<file path="config.mk">
export PLATFORM = sky130hd
export DESIGN_NAME = tmcg_raster
export DESIGN_NICKNAME = d
export VERILOG_FILES = /design/src/rtl/core/tmcg_pkg.sv /design/src/rtl/core/tmcg_raster.sv
export SDC_FILE = /design/constraint.sdc
export NUM_CORES = 1
export LEC_CHECK = 0
export BUFFER_PORTS_ARGS = -buffer_cell sky130_fd_sc_hd__buf_2
export CAP_MARGIN = 10
export CORE_ASPECT_RATIO = 0.5
export CORE_MARGIN = 2
export CORE_UTILIZATION = 57
export CTS_CLUSTER_DIAMETER = 80
export DETAILED_ROUTE_END_ITERATION = 8
export GPL_TIMING_DRIVEN = 0
export HOLD_SLACK_MARGIN = 0.12
export PLACE_DENSITY = 0.83
export SETUP_SLACK_MARGIN = 0.4
export SLEW_MARGIN = 40
export SYNTH_ARGS = -nofsm -noshare
export SYNTH_HDL_FRONTEND = slang
export SYNTH_SLANG_ARGS = --single-unit
</file>
<file path="constraint.sdc">
create_clock -name clk -period 4.9 [get_ports clk]
set_input_delay 0.49 -clock clk [delete_from_list [all_inputs] [get_ports clk]]
set_output_delay 0.49 -clock clk [all_outputs]
set_load 0.01 [all_outputs]
</file>
<file path="src/rtl/core/tmcg_pkg.sv">
// ----------------------------------------------------------------------------
// tmcg_pkg
// shared types and constants of the text mode character generator
// ----------------------------------------------------------------------------
package tmcg_pkg;

	// default geometry
	localparam int DEF_TEXT_COLUMNS = 48;
	localparam int DEF_TEXT_ROWS    = 32;
	localparam int DEF_ROW_STRIDE   = 64;
	localparam int DEF_GLYPH_WIDTH  = 6;
	localparam int DEF_GLYPH_HEIGHT = 8;

	// memories: 2048 bytes each
	localparam int MEM_AW = 11;
	localparam int MEM_DW = 8;
	localparam int MEM_DEPTH = 1 << MEM_AW;

	// counter widths, sized for the largest legal geometry
	localparam int COL_W  = 6;
	localparam int BIT_W  = 3;
	localparam int ROW_W  = 5;
	localparam int LINE_W = 3;
	localparam int X_W    = 9;
	localparam int Y_W    = 8;

	// code bit that inverts the glyph
	localparam int INVERT_BIT = 7;

	// stream word layout
	localparam int S_TDATA_W = 24;
	localparam int S_TUSER_W = 2;
	localparam int M_TDATA_W = 24;

	typedef enum logic [1:0] {
		REQ_VRAM_WR = 2'd0,
		REQ_CROM_WR = 2'd1,
		REQ_TICK    = 2'd2,
		REQ_NONE    = 2'd3
	} req_type_t;

	// raster position of the pixel about to be emitted
	typedef struct packed {
		logic [X_W-1:0]    x;
		logic [Y_W-1:0]    y;
		logic [COL_W-1:0]  col;
		logic [BIT_W-1:0]  bit_idx;
		logic [ROW_W-1:0]  row;
		logic [LINE_W-1:0] line;
		logic              last;
	} raster_pos_t;

endpackage

</file>
<file path="src/rtl/core/tmcg_raster.sv">
// ----------------------------------------------------------------------------
// tmcg_raster
// raster position counters, advanced once per pixel tick
// ----------------------------------------------------------------------------
module tmcg_raster #(
	parameter int TEXT_COLUMNS = tmcg_pkg::DEF_TEXT_COLUMNS,
	parameter int TEXT_ROWS    = tmcg_pkg::DEF_TEXT_ROWS,
	parameter int GLYPH_WIDTH  = tmcg_pkg::DEF_GLYPH_WIDTH,
	parameter int GLYPH_HEIGHT = tmcg_pkg::DEF_GLYPH_HEIGHT
) (
	input  logic                  clk,
	input  logic                  arst_n,
	input  logic                  step,
	output tmcg_pkg::raster_pos_t pos
);

	logic [tmcg_pkg::X_W-1:0]    x_q;
	logic [tmcg_pkg::Y_W-1:0]    y_q;
	logic [tmcg_pkg::COL_W-1:0]  col_q;
	logic [tmcg_pkg::BIT_W-1:0]  bit_q;
	logic [tmcg_pkg::ROW_W-1:0]  row_q;
	logic [tmcg_pkg::LINE_W-1:0] line_q;

	logic bit_end, col_end, line_end, row_end;

	assign bit_end  = bit_q  == tmcg_pkg::BIT_W'(GLYPH_WIDTH - 1);
	assign col_end  = col_q  == tmcg_pkg::COL_W'(TEXT_COLUMNS - 1);
	assign line_end = line_q == tmcg_pkg::LINE_W'(GLYPH_HEIGHT - 1);
	assign row_end  = row_q  == tmcg_pkg::ROW_W'(TEXT_ROWS - 1);

	always_ff @(posedge clk or negedge arst_n) begin
		if (!arst_n) begin
			x_q    <= '0;
			y_q    <= '0;
			col_q  <= '0;
			bit_q  <= '0;
			row_q  <= '0;
			line_q <= '0;
		end else if (step) begin
			if (bit_end) begin
				bit_q <= '0;
				if (col_end) begin
					// end of scan line
					col_q <= '0;
					x_q   <= '0;
					if (line_end) begin
						line_q <= '0;
						if (row_end) begin
							row_q <= '0;
							y_q   <= '0;
						end else begin
							row_q <= row_q + 1'b1;
							y_q   <= y_q + 1'b1;
						end
					end else begin
						line_q <= line_q + 1'b1;
						y_q    <= y_q + 1'b1;
					end
				end else begin
					col_q <= col_q + 1'b1;
					x_q   <= x_q + 1'b1;
				end
			end else begin
				bit_q <= bit_q + 1'b1;
				x_q   <= x_q + 1'b1;
			end
		end
	end

	assign pos.x       = x_q;
	assign pos.y       = y_q;
	assign pos.col     = col_q;
	assign pos.bit_idx = bit_q;
	assign pos.row     = row_q;
	assign pos.line    = line_q;
	assign pos.last    = bit_end && col_end && line_end && row_end;

endmodule

</file>
Yosys cells after proc, flatten, opt, wreduce, memory -nomap -nowiden
Cells that the tools add are included.
{"block": "classes", "multipliers": 0, "add_sub_neg": 6, "n_bitwise": 0, "n_reduce_logical": 6, "div": 0, "n_lt_le_gt_ge": 0, "mux": 8, "shift": 0, "n_eq_ne": 4}
{"op": "2-to-1 mux 9 bit", "count": 2}
{"op": "2-to-1 mux 8 bit", "count": 2}
{"op": "adder 9 x 1 -> 9 bit, second input constant", "count": 1}
{"op": "adder 8 x 1 -> 8 bit, second input constant", "count": 1}
{"op": "adder 3 x 1 -> 3 bit, second input constant", "count": 2}
{"op": "adder 6 x 1 -> 6 bit, second input constant", "count": 1}
{"op": "equality test 3 bit, second input constant", "count": 2}
{"op": "equality test 6 bit, second input constant", "count": 1}
{"op": "2-to-1 mux 3 bit", "count": 2}
{"op": "2-to-1 mux 6 bit", "count": 1}
{"op": "adder 5 x 1 -> 5 bit, second input constant", "count": 1}
{"op": "equality test 5 bit, second input constant", "count": 1}
{"op": "2-to-1 mux 5 bit", "count": 1}
{"op": "AND reduction 4 bit", "count": 1}
{"op": "logical AND 1 bit", "count": 3}
{"op": "AND reduction 3 bit", "count": 1}
{"op": "AND reduction 2 bit", "count": 1}
{"block": "word_totals", "wordCells": 30, "ramBits": 0, "n_memories": 0, "out_inout_bits": 35, "reg_bits": 34, "inputBits": 3, "latchBits": 0, "mem_bits_ro": 0}

Logic depth before layout (Yosys ltp)
Gate-level depths: netlist of run 1.
{"block": "logic_depth", "depth_word": 4, "ltp_mapped": 8, "ltp_nobuf": 7}

Worst setup path after synthesis of run 1
Ideal clock, no wire load.
{"block": "synth_timing", "path_kind": "flip-flop to output port", "startpoint": "reg row_q[0] (netlist bit)", "endpoint": "out pos[0] (netlist bit)", "slack_ns": 3.061, "n_path_buf": 0, "t_required_ns": 4.410, "stages_incl_launch_ff": 6, "arrival_ns": 1.349, "path_cell_list": "dfrtp_1 -> ha_1 -> and3_1 -> ha_1 -> nand2_1 -> nor2_1"}
{"element": "start, declared", "line_no": "tmcg_raster.sv:21", "source": "logic [tmcg_pkg::ROW_W-1:0] row_q;"}
{"element": "start signal, assigned", "line_no": "tmcg_raster.sv:52", "source": "row_q <= row_q + 1'b1;"}
{"element": "end, declared", "line_no": "tmcg_raster.sv:14", "source": "output tmcg_pkg::raster_pos_t pos"}

==> results.md, run 1 <==
* Post-CTS Setup Repair Bufs at 0
* CTS resizes at 0
* Commonest register cell after synthesis: dfrtp_1
* Hold WC Path Type: in2async
* Crit path capture type: output pin
* DR pass1 iterations at 4
* I/O pin total at 38
* Mapped Nets at ~190
* Drt drc at 0
* Clock Skew at approximately 0.0029 ns
* Area grow syn2layout at 18.6%
* Fmax at 422 MHz
* PD cells at 362 nW/um^2
* Max-cap violations at 0
* Port Buffers at 37
* Sequential cell area fraction in the yosys report at 50.1%
* Site row count at 13
* Min Tclk post-route at approximately 2.4 ns
* Final ANT Viol Nets at 0
* Die width at around 80 microns
* Setup TNS at 0 ns
* Async set or reset register ratio after synthesis at between 90% and 100%
* Top cells by count, synth: dfrtp_1 (34), nand2_1 (27), o21ai_0 (19), nand3_1 (14), nor2_1 (12)
* Remaining global-route overflow at 0
* Vias in the first global route at between 1k and 1.5k
* Post-synthesis cell area at 1700 sq um
* Initial Util at between 60% and 70%
* Data arrival, critical path at about 1.9 ns
* Die span in y at 42.6 microns
* Post-synth EDFFs at 0
* Clk root buf: clkbuf_8
* CTS tree: done
* Most frequent cell after synthesis: dfrtp_1
* DP Area at 1930 sq um
* Status: completed
* Gpl congestion at between 0.7 and 0.8
* RSZ-0062 raised after global routing: false
* Startpoint types: register
* Initial drt markers at 70
* Synth Register Bits at 34
* Cell Chain, Critical Path: ha_1 -> and3_1 -> ha_1 -> nand2_1 -> nor2_1 -> buf_2
* Unique masters post-synth at 36
* Slew @ Worst Pin at between 0.4 and 0.5 ns
* Core ar. at approximately 2700 sq um
* Area leader, netlist: dfrtp_1
* # hold bufs at CTS at 0
* CP delay by family, top: simple AND/OR/NAND/NOR gates
* Layout Nets at between 200 and 250
* Fraction of layout cells with a size suffix above 1 at around a quarter
* Combinational group share of total power at between 20% and 30%
* Required @ worst endpoint at 4.41 ns
* Int Power at roughly 500 uW
* # H-tree levels at 2
* CTS Buffer Depth at 2
* TritonCTS buffer count at 5
* Full die area at approximately 3500 sq um
* Slowest cell on crit path: dfrtp_1
* Mean post-synth cell area at 9.71 sq um
* CP most frequent cell: ha_1
* Area contributors post-synth: dfrtp_1 (50%), nand2_1 (6.0%), o21ai_0 (5.6%)
* Clk slew on worst S/H paths at 0.07 ns
* Tot GR Track Use at a little over a fifth
* Sw Ratio at 31.4%
* Post-Syn Instances at about 180
* CP Buf/Inv Count at 1
* Global-route wire length before repair at 5470 microns
* Initial antenna violation count at 0
* CTS Sinks at 34
* DPL Wire Length at approximately 2400 microns
* Sw Pwr at 229 uW
* Pleak at 1.06 nW
* Final hold vios at 0
* Final instance area at ~2000 sq um
* Via count at approximately 1.4k
* Crit path kind: reg2out
* Slew HR at a little under three quarters
* CP max FO at 7
* Clock network fraction of total power at between 20 and 30%
* Total Power at 730 uW
* Flop pwr share at 52.3%
* Largest net degree at the start of global routing at 35
* Final setup violation count at 0
* Crit path largest cell delay at around 0.44 ns
* Final wirelength at roughly 3300 microns
* Top cell type's share of synthesized area at between 50% and 60%
* Peak VDD IR at 0.000330 V
* N_diodes at 0
* Clock Latency Late Sink at about 0.28 ns
* Slew Limit Fails at 0
* Final period util at around half
* Synth warn at 0
* Wire per inst at around 13 microns
* Drt via density at about 5.6
[stage by stage]
step	std cells	setup WS [ns]	utilization [%]	hold WS [ns]
after floorplan	175	3.06	-	0.194
after global placement	249	2.90	71.1	0.460
after detailed placement	249	2.86	71.1	0.472
after CTS	255	2.55	74.1	0.297
after global routing	255	2.40	74.2	0.177
final	255	2.53	74.2	0.145
[cell usage in the layout (no fill, tap or decap)]
cell,count
mux2_2,4
ha_1,7
buf_6,1
or3_1,2
dfrtp_1,34
nor2b_1,1
o31ai_1,3
or4b_1,1
and2_0,1
buf_1,3
a21o_1,1
clkbuf_8,6
clkbuf_4,1
o22ai_1,1
nand3b_1,1
o21ai_0,19
clkbuf_1,1
mux2i_1,1
buf_4,1
nand3_1,14
nand2_1,27
nor2_1,12
and3_1,5
xnor2_1,1
a21oi_1,4
inv_1,2
nand4_1,6
and4b_1,1
nand4_4,1
nor3_1,2
buf_2,38
and2b_1,1
a21o_2,1
and3_2,2
xor2_1,6
and4_1,1
a31oi_1,4
or4_1,1
[cell families after synthesis]
family | share of synthesized area, %
buf+inv | 3.02
simple gates | 24.0
mux | 3.24
fa+ha+maj | 5.15
flops | 50.1
xor+xnor | 3.61
compound gates | 10.9
[worst reg2reg max path, stage by stage (launching register included)]
cell and delay [ns]:
dfrtp_1 0.44, ha_1 0.22, and3_1 0.17, ha_1 0.27, and2_0 0.16, buf_1 0.23, a31oi_1 0.06, o21ai_0 0.17
o31ai_1 0.09
[flip-flops by register name (all words and copies together) (netlist names)]
name,count
x_q,9
y_q,8
col_q,6
row_q,5
bit_q,3
line_q,3
[power by group through the flow]
stage          clock network [mW]  registers [mW]  logic [mW]
2_1_floorplan                   0           0.398      0.0674
5_1_grt                     0.218           0.389       0.163
3_3_place_gp                    0           0.383       0.144
6_report                    0.201           0.382       0.146
4_1_cts                     0.207           0.381       0.148
3_5_place_dp                    0           0.386       0.148
[routing by layer]
layer / GRT usage (%) / vias up / wire (microns)
met4: 6.10 / 0 / 4
met1: 27.5 / 674 / 1570
li1: - / 714 / -
met5: 0 / - / 0
met3: 6.90 / 2 / 162
met2: 33.4 / 35 / 1530
[final timing paths]
path / start / slack, ns / endpoint / cells past startpoint
max in group asynchronous: arst_n / 4.45 / bit_q[1] / 1
min in group clk: y_q[7] / 0.48 / y_q[7] / 1
worst min register to register: y_q[7] / 0.48 / y_q[7] / 1
worst max-delay path: row_q[0] / 2.53 / pos[0] / 6
worst min-delay path: arst_n / 0.15 / col_q[2] / 1
worst max register to register: row_q[0] / 2.97 / y_q[5] / 8
[cell type report]
type | instances | area, sq um
Sequential cell | 34 | 851
Tap cell | 37 | 46.3
Timing Repair Buffer | 37 | 188
Multi-Input combinational cell | 131 | 797
Inverter | 2 | 7.51
Fill cell | 205 | 701
Clock buffer | 6 | 82.6
Buffer | 8 | 43.8
Power figures use the tool's default switching activity.
==> inputs of run 2 (changes only) <==
--- a/config.mk
+++ b/config.mk
@@ -9,12 +9,12 @@
 export CAP_MARGIN = 10
 export CORE_ASPECT_RATIO = 0.5
 export CORE_MARGIN = 2
-export CORE_UTILIZATION = 57
+export CORE_UTILIZATION = 48
 export CTS_CLUSTER_DIAMETER = 80
 export DETAILED_ROUTE_END_ITERATION = 8
 export GPL_TIMING_DRIVEN = 0
 export HOLD_SLACK_MARGIN = 0.12
-export PLACE_DENSITY = 0.83
+export PLACE_DENSITY = 0.75
 export SETUP_SLACK_MARGIN = 0.4
 export SLEW_MARGIN = 40
 export SYNTH_ARGS = -nofsm -noshare
==> constraint.sdc (replaced) <==
create_clock -name clk -period 1.9 [get_ports clk]
set_input_delay 0.19 -clock clk [delete_from_list [all_inputs] [get_ports clk]]
set_output_delay 0.19 -clock clk [all_outputs]
set_load 0.01 [all_outputs]
==> results.md, run 2 (synthesized netlist as in run 1, its figures left out) <==
* Placed Instances at 263 (+5.6%)
* Remaining global-route overflow at 0 (unchanged)
* Layout Nets at 245 (+7.0%)
* Slew @ Worst Pin at 0.447 ns (+0.0114 ns)
* FF-to-FF Start: col_q[0]
* Total Power at 1.97 mW (+170%)
* GRT met1 Usage at 27.4% (-0.092 points)
* Max-cap violations at 0 (unchanged)
* Clock network fraction of total power at 27.2% (-0.4 points)
* I/O pin total at 38 (unchanged)
* N_diodes at 0 (unchanged)
* Sw Pwr at 622 uW (+170%)
* Data arrival, critical path at 1.56 ns (-0.32 ns)
* Post-route insts no fill at 286 (+12%)
* Min Tclk post-route at 1.75 ns
* Site row count at 15 (+2)
* Final period util at 92.0%
* Required @ worst endpoint at 1.71 ns (-2.70 ns)
* Gpl congestion at 0.744 (-3.3%)
* Status: completed
* Top reg by flops: x_q
* Final hold vios at 0 (unchanged)
* Drt drc at 0 (unchanged)
* DR pass1 iterations at 4 (unchanged)
* Initial drt markers at 57 (-19%)
* GRT busiest layer: met2
* Initial Util at 49.7% (-13 points)
* Die width at 88.1 microns (+8.5%)
* PD cells at 826 nW/um^2 (+130%)
* Via count at 1,524 (+6.9%)
* RSZ-0062 raised after global routing: true
* Slew Limit Fails at 0 (unchanged)
* Setup TNS at 0 ns (unchanged)
* Post-layout util at 69.8% (-4.4 points)
* Fraction of layout cells with a size suffix above 1 at 40.4% (+15 points)
* Hold WC Path Type: in2reg
* Dpl ws at 0.221 ns (-2.64 ns)
* Fmax at 572 MHz
* Peak VDD IR at 0.000775 V (+130%)
* Sw Ratio at 31.6% (+0.19 points)
* Area grow syn2layout at 40.4%
* Setup WS post-layout at 0.152 ns (-2.38 ns)
* Met3 Track Usage GR at 5.02% (-1.9 points)
* Core ar. at 3420 sq um (+26%)
* CTS tree: done
* Critical Path Start: col_q[0]
* Slew HR at 70.2% (-0.76 points)
* Largest regs: x_q (9), y_q (8), col_q (6)
* Largest net degree at the start of global routing at 35 (unchanged)
* Initial antenna violation count at 0 (unchanged)
* Commonest non-fill, non-tap cells in the layout: buf_2 (36), dfrtp_1 (31), nand2_1 (25)
* Die span in y at 46.1 microns (+8.1%)
* CTS Sinks at 34 (unchanged)
* Commonest non-fill, non-tap cell in the layout: buf_2
* Flop pwr share at 49.6% (-2.7 points)
* DPL Wire Length at 2440 microns (+3.8%)
* CTS Buffer Depth at 2 (unchanged)
* TritonCTS buffer count at 5 (unchanged)
* Final ANT Viol Nets at 0 (unchanged)
* Clock Skew at 0.00732 ns (+0.00446 ns)
* Combinational group share of total power at 23.2% (+3.2 points)
* Startpoint types: register
* Port Buffers at 37 (unchanged)
* Met2 GRT Util at 34.4% (+1.0 points)
* CP max FO at 6 (-1)
* Int Power at 1.35 mW (+170%)
* Drt via density at 5.33 (-4.6%)
* Final wirelength at 4000 microns (+22%)
* Clk slew on worst S/H paths at 0.06 ns (about the same)
* Clock Latency Late Sink at 0.28 ns (about the same)
* Pleak at 1.19 nW (+13%)
* Clk root buf: clkbuf_8
* Crit path kind: reg2out
* Register area at 855 sq um (+0.44%)
* Final setup violation count at 0 (unchanged)
* Fillers at 269 (+31%)
* Global-route wire length before repair at 6380 microns (+17%)
* Hold Crit Start: step
* # H-tree levels at 2 (unchanged)
* Largest register FFs at 9 (unchanged)
* Full die area at 4060 sq um (+17%)
* Vias in the first global route at 1,411 (+14%)
* Tot GR Track Use at 20.9% (-0.12 points)
* Wire per inst at 14.0 microns (+9.1%)
* Crit path capture type: output pin
* Multi-input logic area at 940 sq um (+18%)
## run 2: power by group through the flow
stage          clock network (mW)  logic [mW]  registers (mW)
2_1_floorplan                   0       0.175            1.03
3_3_place_gp                    0       0.378           0.986
3_5_place_dp                    0       0.390           0.991
4_1_cts                     0.544       0.444           0.974
5_1_grt                     0.577       0.513            1.00
6_report                    0.536       0.457           0.978
## run 2: stage by stage
step	cell area, sq um	hold WS (ns)
2_1_floorplan	1750	-0.106
3_3_place_gp	2000	0.301
3_5_place_dp	2000	0.301
4_1_cts	2290	0.281
5_1_grt	2380	0.334
6_report	2380	0.277
## run 2: final timing paths
kind / endpoint / slack (ns) / cells after the start
max in group asynchronous: bit_q[0] / 1.20 / 2
min in group asynchronous: col_q[2] / 0.38 / 2
setup / recovery: pos[0] / 0.15 / 6
setup reg to reg: row_q[2] / 0.25 / 7
hold / removal: bit_q[2] / 0.28 / 4
hold reg to reg: y_q[7] / 0.50 / 1
## run 2: layout make-up
cell class              count  share of cell area [%]
well taps                  51                    2.68
repair buffers             53                    14.5
multi-input cells         131                    39.4
flip-flops and latches     34                    35.8
clock buffers               7                    3.62
inverters                   2                   0.315
plain buffers               8                    3.62
## run 2: timing repair
item                                   in CTS  in global routing
pin swaps                                  11                  5
gates resized for setup                    27                 19
hold buffers                                1                  0
gates cloned                                1                  0
setup buffers                              13                  1
endpoints found under the hold margin      34                  0
setup endpoints to repair                  23                 26
## run 2: per-layer routing
metal | part of all wire (%) | wire [microns]
met4 | 1.2 | 46
met2 | 48 | 1910
met3 | 3.0 | 120
met5 | 0 | 0
met1 | 48 | 1930
## run 2: worst max-delay path: stages, from the launching register on
cell and delay (ns):
dfrtp_1 0.37, ha_2 0.19, and3_4 0.19, buf_8 0.11, nand4_1 0.15, nor2_1 0.14
buf_2 0.14
==> inputs of run 3 (changes only) <==
--- a/config.mk
+++ b/config.mk
@@ -8,13 +8,14 @@
 export BUFFER_PORTS_ARGS = -buffer_cell sky130_fd_sc_hd__buf_2
 export CAP_MARGIN = 10
 export CORE_ASPECT_RATIO = 0.5
-export CORE_MARGIN = 2
+export CORE_MARGIN = 1.5
 export CORE_UTILIZATION = 48
 export CTS_CLUSTER_DIAMETER = 80
 export DETAILED_ROUTE_END_ITERATION = 8
 export GPL_TIMING_DRIVEN = 0
 export HOLD_SLACK_MARGIN = 0.12
 export PLACE_DENSITY = 0.75
+export REMOVE_ABC_BUFFERS = 1
 export SETUP_SLACK_MARGIN = 0.4
 export SLEW_MARGIN = 40
 export SYNTH_ARGS = -nofsm -noshare
==> results.md, run 3 (synthesized netlist as in run 1, its figures left out) <==
* Status: completed
* Combinational group share of total power at 21.1% (-2.1 points)
* DR pass1 iterations at 4 (unchanged)
* Final wirelength at 4360 microns (+9.1%)
* N_diodes at 0 (unchanged)
* RSZ-0062 raised after global routing: true
* Gpl congestion at 0.744 (+0.12%)
* Fmax at 565 MHz (-1.2%)
* Final ANT Viol Nets at 0 (unchanged)
* Tot GR Track Use at 20.2% (-0.71 points)
* Pleak at 1.22 nW (+2.1%)
* CTS Buffer Depth at 2 (unchanged)
* Clk root buf: clkbuf_8
* Slew Limit Fails at 0 (unchanged)
* Full die area at 3930 sq um (-3.3%)
* Min Tclk post-route at 1.77 ns (+0.0205 ns)
* Largest net degree at the start of global routing at 35 (unchanged)
* Sw Pwr at 633 uW (+1.7%)
* TritonCTS buffer count at 5 (unchanged)
* Slew @ Worst Pin at 0.436 ns (-0.0112 ns)
* Commonest non-fill, non-tap cell in the layout: buf_2
* Clk slew on worst S/H paths at 0.07 ns (about the same)
* Initial drt markers at 125 (+120%)
* Required @ worst endpoint at 1.71 ns (about the same)
* Placed Instances at 255 (-3.0%)
* Global-route wire length before repair at 5900 microns (-7.6%)
* Drt via density at 5.45 (+2.2%)
* Clock Latency Late Sink at 0.29 ns (about the same)
* CTS tree: done
* Fillers at 231 (-14%)
* Final hold vios at 0 (unchanged)
* Via count at 1,585 (+4.0%)
* Drt drc at 0 (unchanged)
* Hold WC Path Type: in2reg
* Multi-input logic area at 945 sq um (+0.53%)
* Startpoint types: register
* Post-route insts no fill at 291 (+1.7%)
* Final period util at 93.1% (+1.1 points)
* Largest register FFs at 9 (unchanged)
* Clock network fraction of total power at 28.7% (+1.5 points)
* DPL Wire Length at 2240 microns (-8.3%)
* Clock Skew at 0.00694 ns (-0.000378 ns)
* Post-layout util at 71.0% (+1.2 points)
* Sw Ratio at 32.3% (+0.74 points)
* Area grow syn2layout at 42.8%
* Final setup violation count at 0 (unchanged)
* I/O pin total at 38 (unchanged)
* Int Power at 1.32 mW (-1.7%)
* Slew HR at 70.9% (+0.75 points)
* Top reg by flops: x_q
* Initial antenna violation count at 0 (unchanged)
* Crit path capture type: output pin
* Setup TNS at 0 ns (unchanged)
* Register area at 852 sq um (-0.29%)
* Wire per inst at 15.0 microns (+7.2%)
* Site row count at 15 (unchanged)
* # H-tree levels at 2 (unchanged)
* Die width at 87.1 microns (-1.1%)
* Remaining global-route overflow at 0 (unchanged)
* Max-cap violations at 0 (unchanged)
* Crit path kind: reg2out
* Fraction of layout cells with a size suffix above 1 at 44.2% (+3.7 points)
* Largest regs: x_q (9), y_q (8), col_q (6)
* Initial Util at 49.7% (unchanged)
* Core ar. at 3420 sq um (unchanged)
* Peak VDD IR at 0.000592 V (-24%)
* PD cells at 807 nW/um^2 (-2.4%)
* Vias in the first global route at 1,317 (-6.7%)
* Setup WS post-layout at 0.131 ns (-0.0205 ns)
* Dpl ws at 0.0159 ns (-0.205 ns)
* CTS Sinks at 34 (unchanged)
* Die span in y at 45.1 microns (-2.2%)
* Port Buffers at 37 (unchanged)
* Data arrival, critical path at 1.58 ns (+0.02 ns)
* Flop pwr share at 50.2% (+0.6 points)
* Layout Nets at 249 (+1.6%)
* Final hold slack at 0.259 ns (-0.0186 ns)
* Commonest non-fill, non-tap cells in the layout: buf_2 (36), dfrtp_1 (33), nand2_1 (21)
* CP max FO at 6 (unchanged)
==> run 3: cell count changes in the layout (fill, tap and decap cells not counted), moves of 3 or more <==
cell	before	now
nand2_2	1	5
buf_8	3	0
nand2_1	25	21
buf_4	11	15
buf_6	6	11
o21ai_1	9	5
a31oi_1	1	4
o21ai_2	1	5
==> run 3: layer usage <==
| metal | routed length (microns) | GRT usage, % |
|---|---|---|
| met5 | 0 | 0 |
| met4 | 93 | 8.57 |
| met1 | 1960 | 26.1 |
| met2 | 2070 | 32.9 |
| met3 | 232 | 5.48 |
==> run 3: critical path: stages (launching register included) <==
cell,delay [ns]
dfrtp_1,0.39
ha_2,0.19
and3_4,0.19
ha_4,0.18
nand2_4,0.10
nor2_1,0.11
buf_2,0.14
==> run 3: layout make-up <==
| type | instances | share of cell area (%) |
|---|---|---|
| Multi-Input combinational cell | 131 | 38.9 |
| Clock buffer | 7 | 3.56 |
| Sequential cell | 34 | 35.1 |
| Clock inverter | 1 | 0.206 |
| Tap cell | 51 | 2.63 |
| Timing Repair Buffer | 65 | 19.2 |
| Inverter | 2 | 0.309 |
==> run 3: power by group through the flow <==
stage,sequential [mW],combinational [mW],clock (mW)
final,0.982,0.414,0.562
after global routing,0.999,0.471,0.612
after CTS,0.979,0.386,0.567
after detailed placement,0.990,0.379,0
after global placement,0.983,0.369,0
after floorplan,1.03,0.165,0
==> run 3: what timing repair did <==
item | 4_1_cts | 5_1_grt
hold buffers | 1 | 0
hold endpoints to repair | 34 | 0
pin swaps | 2 | 12
setup buffers | 9 | 18
endpoints found under the setup margin | 23 | 20
gates resized for setup | 13 | 49
==> run 3: final timing paths <==
| kind | startpoint | end | slack [ns] | cells past startpoint |
|---|---|---|---|---|
| worst max-delay path | row_q[0] | pos[0] | 0.13 | 6 |
| worst min-delay path | step | bit_q[0] | 0.26 | 2 |
| worst max register to register | col_q[0] | row_q[2] | 0.20 | 6 |
| worst min register to register | y_q[7] | y_q[7] | 0.51 | 1 |
| max in group asynchronous | arst_n | bit_q[0] | 1.17 | 2 |
| min in group asynchronous | arst_n | y_q[7] | 0.39 | 2 |
==> run 3: metrics by stage <==
stage / cell area [sq um] / total power [mW]
2_1_floorplan: 1660 / 1.19
3_3_place_gp: 1900 / 1.35
3_5_place_dp: 1900 / 1.37
5_1_grt: 2430 / 2.08
6_report: 2430 / 1.96
4_1_cts: 2120 / 1.93
